**config.mk**
```make
export PLATFORM = sky130hd
export DESIGN_NAME = smei_ctrl
export DESIGN_NICKNAME = d
export VERILOG_FILES = /design/src/design/smei_pkg.sv /design/src/design/smei_ctrl.sv
export SDC_FILE = /design/constraint.sdc
export NUM_CORES = 1
export LEC_CHECK = 0
export ABC_AREA = 1
export BUFFER_PORTS_ARGS = -buffer_cell sky130_fd_sc_hd__buf_2
export CORE_MARGIN = 8
export CORE_UTILIZATION = 50
export DETAILED_ROUTE_END_ITERATION = 8
export PLACE_DENSITY_LB_ADDON = 0.3
export SLEW_MARGIN = 25
export SYNTH_ARGS = -nofsm -noshare
export SYNTH_HDL_FRONTEND = slang
export SYNTH_SLANG_ARGS = --single-unit
```
**constraint.sdc**
```tcl
create_clock -name clk_i -period 1.7 [get_ports clk_i]
set_input_delay 0.255 -clock clk_i [delete_from_list [all_inputs] [get_ports clk_i]]
set_output_delay 0.255 -clock clk_i [all_outputs]
set_load 0.05 [all_outputs]
```
**src/design/smei_pkg.sv**
```systemverilog
`timescale 1ns / 1ps

package smei_pkg;

  localparam int unsigned MaxCellsDef   = 1024;
  localparam int unsigned MaxDofDef     = 2;
  localparam int unsigned StencilPoints = 7;

  localparam int unsigned IdxW  = 16;
  localparam int unsigned CfgW  = 11;
  localparam int unsigned DataW = 64;
  localparam int unsigned OutAW = 15;

  // configuration register indexes
  localparam logic [1:0] CFG_CELLS_X = 2'd0;
  localparam logic [1:0] CFG_CELLS_Y = 2'd1;
  localparam logic [1:0] CFG_DOF     = 2'd2;

  // result codes
  localparam logic [1:0] ERR_OK           = 2'd0;
  localparam logic [1:0] ERR_NOT_NEIGHBOR = 2'd1;
  localparam logic [1:0] ERR_OUTSIDE      = 2'd2;

  // stencil points
  localparam logic [2:0] PT_CENTER = 3'd0;
  localparam logic [2:0] PT_XM     = 3'd1;
  localparam logic [2:0] PT_XP     = 3'd2;
  localparam logic [2:0] PT_YM     = 3'd3;
  localparam logic [2:0] PT_YP     = 3'd4;
  localparam logic [2:0] PT_ZM     = 3'd5;
  localparam logic [2:0] PT_ZP     = 3'd6;

  typedef struct packed {
    logic [IdxW-1:0]  row_index;
    logic [IdxW-1:0]  col_index;
    logic             block_row;
    logic             block_col;
    logic [DataW-1:0] value;
    logic             accumulate;
  } in_item_t;

  typedef struct packed {
    logic [OutAW-1:0] entry_address;
    logic [DataW-1:0] new_value;
    logic [1:0]       error_code;
  } out_item_t;

  typedef enum logic [4:0] {
    OP_NONE,
    OP_CLEAR,
    OP_LOAD,
    OP_SETUP,
    OP_DIV_LOAD,
    OP_DIV_STEP,
    OP_POINT,
    OP_SUM,
    OP_AMUL,
    OP_ACHK,
    OP_READ,
    OP_INSERT,
    OP_UNPACK,
    OP_ALIGN,
    OP_ADD,
    OP_NORM,
    OP_ROUND,
    OP_WRITE,
    OP_LOAD_OUT
  } dp_op_e;

  typedef enum logic [4:0] {
    ST_CLEAR,
    ST_IDLE,
    ST_SETUP,
    ST_DIV_LOAD,
    ST_DIV_STEP,
    ST_POINT,
    ST_SUM,
    ST_AMUL,
    ST_ACHK,
    ST_DECIDE,
    ST_INSERT,
    ST_UNPACK,
    ST_ALIGN,
    ST_ADD,
    ST_NORM,
    ST_WRITE,
    ST_OUT
  } ctrl_state_e;

  typedef struct packed {
    logic clear_done;
    logic div_step_last;
    logic div_phase_last;
    logic err;
    logic accumulate;
    logic fp_special;
    logic norm_done;
    logic out_free;
  } dp_status_t;

endpackage

```
**src/design/smei_ctrl.sv**
```systemverilog
`timescale 1ns / 1ps

module smei_ctrl
  import smei_pkg::*;
(
  input  logic       clk_i,
  input  logic       rst_ni,
  input  logic       in_valid_i,
  output logic       in_stall_o,
  input  dp_status_t status_i,
  output dp_op_e     op_o
);

  ctrl_state_e state_q, state_d;

  always_ff @(posedge clk_i or negedge rst_ni) begin
    if (!rst_ni) begin
      state_q <= ST_CLEAR;
    end else begin
      state_q <= state_d;
    end
  end

  always_comb begin
    state_d    = state_q;
    op_o       = OP_NONE;
    in_stall_o = 1'b1;
    case (state_q)
      ST_CLEAR: begin
        op_o = OP_CLEAR;
        if (status_i.clear_done) state_d = ST_IDLE;
      end
      ST_IDLE: begin
        in_stall_o = 1'b0;
        if (in_valid_i) begin
          op_o    = OP_LOAD;
          state_d = ST_SETUP;
        end
      end
      ST_SETUP: begin
        op_o    = OP_SETUP;
        state_d = ST_DIV_LOAD;
      end
      ST_DIV_LOAD: begin
        op_o    = OP_DIV_LOAD;
        state_d = ST_DIV_STEP;
      end
      ST_DIV_STEP: begin
        op_o = OP_DIV_STEP;
        if (status_i.div_step_last) begin
          state_d = status_i.div_phase_last ? ST_POINT : ST_DIV_LOAD;
        end
      end
      ST_POINT: begin
        op_o    = OP_POINT;
        state_d = ST_SUM;
      end
      ST_SUM: begin
        op_o    = OP_SUM;
        state_d = ST_AMUL;
      end
      ST_AMUL: begin
        op_o    = OP_AMUL;
        state_d = ST_ACHK;
      end
      ST_ACHK: begin
        op_o    = OP_ACHK;
        state_d = ST_DECIDE;
      end
      ST_DECIDE: begin
        if (status_i.err) begin
          state_d = ST_OUT;
        end else if (status_i.accumulate) begin
          op_o    = OP_READ;
          state_d = ST_UNPACK;
        end else begin
          state_d = ST_INSERT;
        end
      end
      ST_INSERT: begin
        op_o    = OP_INSERT;
        state_d = ST_WRITE;
      end
      ST_UNPACK: begin
        op_o    = OP_UNPACK;
        state_d = ST_ALIGN;
      end
      ST_ALIGN: begin
        // NaN or infinity operands already have their result
        if (status_i.fp_special) begin
          state_d = ST_WRITE;
        end else begin
          op_o    = OP_ALIGN;
          state_d = ST_ADD;
        end
      end
      ST_ADD: begin
        op_o    = OP_ADD;
        state_d = ST_NORM;
      end
      ST_NORM: begin
        if (status_i.norm_done) begin
          op_o    = OP_ROUND;
          state_d = ST_WRITE;
        end else begin
          op_o = OP_NORM;
        end
      end
      ST_WRITE: begin
        op_o    = OP_WRITE;
        state_d = ST_OUT;
      end
      ST_OUT: begin
        if (status_i.out_free) begin
          op_o    = OP_LOAD_OUT;
          state_d = ST_IDLE;
        end
      end
      default: state_d = ST_IDLE;
    endcase
  end

endmodule

```
# --- After elaboration in Yosys (flattened, before gate mapping) ---
# Index checks and enable logic that the tools add are counted.
totals:
  register_bits: 5
  inputBits: 11
  output_inout_bits: 6
op_classes:
  eq_ne: 21
  muxes: 18
  n_reduce_logical: 2
ops:
  columns: ["cell", "n"]
  rows:
  - ["$pmux 5 s17", 2]
  - ["$eq 5x4->1 const B", 8]
  - ["$mux 5", 8]
  - ["$eq 5x3->1 const B", 4]
  - ["$mux 4", 3]
  - ["$eq 5x2->1 const B", 2]
  - ["$ne 2x2->1 const B", 5]
  - ["$eq 5x1->1 const B", 1]
  - ["$eq 5x5->1 const B", 1]
  - ["$logic_not 5->1", 1]
  - ["$reduce_and 5->1", 1]
  - ["$mux 2", 2]
  - ["$mux 3", 1]
  - ["$mux 1", 2]

# --- Depth between registers and ports, before layout ---
logic_depth:
  ltp_word: 3
  mapped_depth: 10
  depth_no_buf: 10

# --- Least setup slack after synthesis ---
# Ideal clock, no wire load.
synth_path:
  path_kind: "register -> output"
  startpoint: "reg state_q[4]"
  endpoint: "out op_o[1]"
  t_arrival_ps: 1410
  path_slack_ps: 35
  stages_incl_launch_ff: 8
  path_buffers: 0
  cell_sequence: "dfrtp_1 inv_2 nand3_2 nor2_1 nand2_1 nand2_1 inv_1 nand4_1"
synth_between:
  elab_chain_cells: 2
  elab_cells_between_ends: 18
  cone_classes: "eq/ne: 16; mux: 1; reduce/logical: 1"
synth_rtl:
  columns: ["element", "line_no", "text"]
  rows:
  - ["start: declaration", "smei_ctrl.sv:14", "ctrl_state_e state_q, state_d;"]
  - ["start signal: assignment", "smei_ctrl.sv:20", "state_q <= state_d;"]
  - ["$eq 5x5->1, or another cell as far along", "smei_ctrl.sv:28", "case (state_q)"]
  - ["$pmux 5 s17 *", "smei_ctrl.sv:28", null]
  - ["end: declaration", "smei_ctrl.sv:11", "output dp_op_e op_o"]
# Every way passes the cells marked *; elsewhere a longest branch is shown, timed or not.

# --- Worst setup path after layout ---
layout_path:
  startpoint: "reg state_q[2]"
  endpoint: "out op_o[3]"
# The elaborated chain is that of the path after synthesis.

==> run_results.csv <==
group,metric,value,unit
synthesis,synth-xor-area-share,0,%
worst_setup_path,start_kind,"flip-flop",
clock_tree,clkTransAtPathRegs,0.05,ns
placed_design,gp_congestion,0.906,
synthesis,synth_top_family_by_area,"simple AND/OR/NAND/NOR gates",
floorplanning,core_area,1250,µm²
floorplanning,num_rows,13,
synthesis,yosys.area.top_type,"nand2_1",
placed_design,dp_slack,0.0170,ns
sta,setup_ws,-0.175,ns
synthesis,synth_fa_ha_area_share,0,%
route,drt_iter0_drc,49,
synthesis,synth-compound-area-share,7.12,%
placed_design,place.port_buffers,16,
synthesis,synth.top_cells.by_area,"nand2_1 21%, dfrtp_1 19%, inv_1 10%",
sta,finClkSkew,0.00534,ns
worst_setup_path,r2r_start,"state_q[2]",
finish,layout_common_cells,"33 x nand2_1, 15 x inv_1, 12 x buf_4",
synthesis,synthesis.area,651,µm²
finish,largest_reg_flops,5,
sta,period_needed,1.88,ns
floorplanning,die_w,52.1,µm
worst_setup_path,crit_path_top_delay_cell,"dfrtp_2",
global_route,grt_pass1_vias,877,
worst_setup_path,reg2reg_slack,0.10,ns
worst_setup_path,cp_slowest_stage_delay,0.48,ns
clock_tree,cts.sinks,5,
synthesis,synthCells,116,
global_route,overflow,0,
synthesis,synth_top_area_share,21.3,%
sta,max_freq,0.533,GHz
route,routedWlPerCell,15.7,µm
run_status,status,"finished with violations",
route,ant_nets,0,
global_route,grt_usage,18.3,%
global_route,antenna_found_initial,0,
finish,largest_registers,"state_q x5",
synthesis,ys_seq_elements,5,
finish,drive_gt1_share,47.0,%
worst_setup_path,reg2reg_to,"state_q[2]",
global_route,grt_pass1_wl,3800,µm
clock_tree,h-tree-depth,1,
floorplanning,dieHeight,52.1,µm
power,power_density,2130,nW/µm²
worst_setup_path,crit_path_cell_trace,"inv_1 -> nand2_1 -> nor2_2 -> nand2_1 -> o21ai_1 -> inv_1 -> nand3_1 -> buf_6",
hold_path,hold_class,"in2reg",
route,drt_first_pass_iters,4,
worst_setup_path,crit_start,"state_q[2]",
worst_setup_path,r2r_cells,10,
finish,layout_commonest_cell,"nand2_1",
sta,final_hold_viol_count,0,
worst_setup_path,worstSetupEndpointType,"output pin",
synthesis,yosys.cell_types.count,18,
clock_tree,clockRootBuffer,"clkbuf_4",
synthesis,synth.mux.area_fraction,0,%
sta,slew_violations,0,
floorplanning,io-pin-count,17,
floorplanning,start_util,51.9,%
synthesis,postSynthAreaPerCell,5.61,µm²
power,p_leak,0.562,nW
finish,n_antenna_cell,0,
sta,finalSetupViolations,6,
run_status,violations,"negative setup slack",
finish,nNetsFinal,161,
finish,area_growth_syn_to_layout,52.1,%
worst_setup_path,cp-endpoint,"op_o[3]",
sta,rsz0062_at_grt,"true",
route,dr_total_vias,920,
placed_design,hpwl,1550,µm
global_route,grt_start_max_net_pins,9,
worst_setup_path,crit_type,"reg2out",
floorplanning,fp.dieArea,2710,µm²
clock_tree,numCtsBuffers,3,
route,route.detailed.drc,0,
synthesis,yosysSeqAreaShare,19.2,%
worst_setup_path,cp_max_fo,8,
sta,holdWs,0.283,ns
synthesis,yosysWarnings,0,
sta,slew_headroom,85.2,%
clock_tree,cts_tree,"done",
worst_setup_path,worst_ep_required_time,1.44,ns
worst_setup_path,arrival,1.62,ns
power,ir_worst_vdd,0.00111,V
synthesis,synthesis.nets,127,
flow_run,cap_violations,0,
finish,utilization,79.0,%
clock_tree,clockBufferDepth,2,
finish,top_register,"state_q",
sta,period_share,110,%
route,wl,2570,µm
clock_tree,clk_latency,0.25,ns
route,viasPerCell,5.61,
sta,tightest_slew,0.220,ns
synthesis,yosys.area_share.simple,59.8,%
## layout make-up
type | count | area [µm²]
Clock inverter | 1 | 5.00
Timing Repair Buffer | 30 | 229
Sequential cell | 5 | 130
Inverter | 22 | 85.1
Fill cell | 98 | 263
Tap cell | 15 | 18.8
Clock buffer | 3 | 22.5
Multi-Input combinational cell | 88 | 499
## synth_stat cells
cell and number:
nand2_1 37, inv_1 18, nor2_1 16, nand3_1 8, dfrtp_1 5, nand4_1 5, inv_2 4, nor2_2 4
a21oi_1 3, nand3_2 3, nor2_4 3, o21ai_0 3, nand2_2 2, a41oi_1 1, buf_4 1, nand3b_1 1
nor3_2 1, o211ai_1 1
## per-stage QoR
step	cell area (µm²)	power [mW]	cells	setup TNS, ns
2_1_floorplan	651	1.19	116	0
3_3_place_gp	772	1.44	150	0
3_5_place_dp	772	1.46	150	0
4_1_cts	926	1.90	159	-0.365
5_1_grt	990	2.21	164	-1.04
6_report	990	2.11	164	-0.731
## how the worst min path moves through the flow
stage                      startpoint  slack (ns)  cells past startpoint          to
after floorplan                rst_ni       -0.04                      0  state_q[0]
after global placement         rst_ni        0.07                      1  state_q[1]
after detailed placement       rst_ni        0.07                      1  state_q[4]
after CTS                 status_i[4]        0.25                      3  state_q[4]
after global routing      status_i[4]        0.30                      3  state_q[4]
final                     status_i[4]        0.28                      3  state_q[4]
## where the power goes
group          internal, mW  switching [mW]  total (mW)  leakage, nW
clock                0.0857          0.0590       0.145       0.0177
combinational         0.625            1.07        1.69        0.484
sequential            0.173           0.102       0.275       0.0596
## repair_timing
action,CTS,global route
setup endpoints to repair,5,6
hold buffers,1,0
endpoints found under the hold margin,5,0
setup buffers,4,5
resized for setup,32,8
pin swaps,6,1
## metal layers
layer	up-vias	GRT usage, %	wire length, µm
met2	64	32.0	1300
met3	9	3.70	228
met1	415	20.8	960
met4	0	7.52	76
met5	-	0	0
li1	432	-	-
## critical path, delay by kind of cell (launching register included)
family | cells | cell delay [ns]
AND/OR/NAND/NOR | 4 | 0.42
flip-flops | 1 | 0.48
AO/OA/AOI/OAI | 1 | 0.12
buffers and inverters | 3 | 0.34
## logic make-up (layout without fill, tap and decap cells)
| group | count (synthesis) | in the layout |
|---|---|---|
| buf+inv | 23 | 56 |
| flops | 5 | 5 |
| simple gates | 80 | 80 |
| compound gates | 8 | 8 |
(Power assumes the default switching activity.)
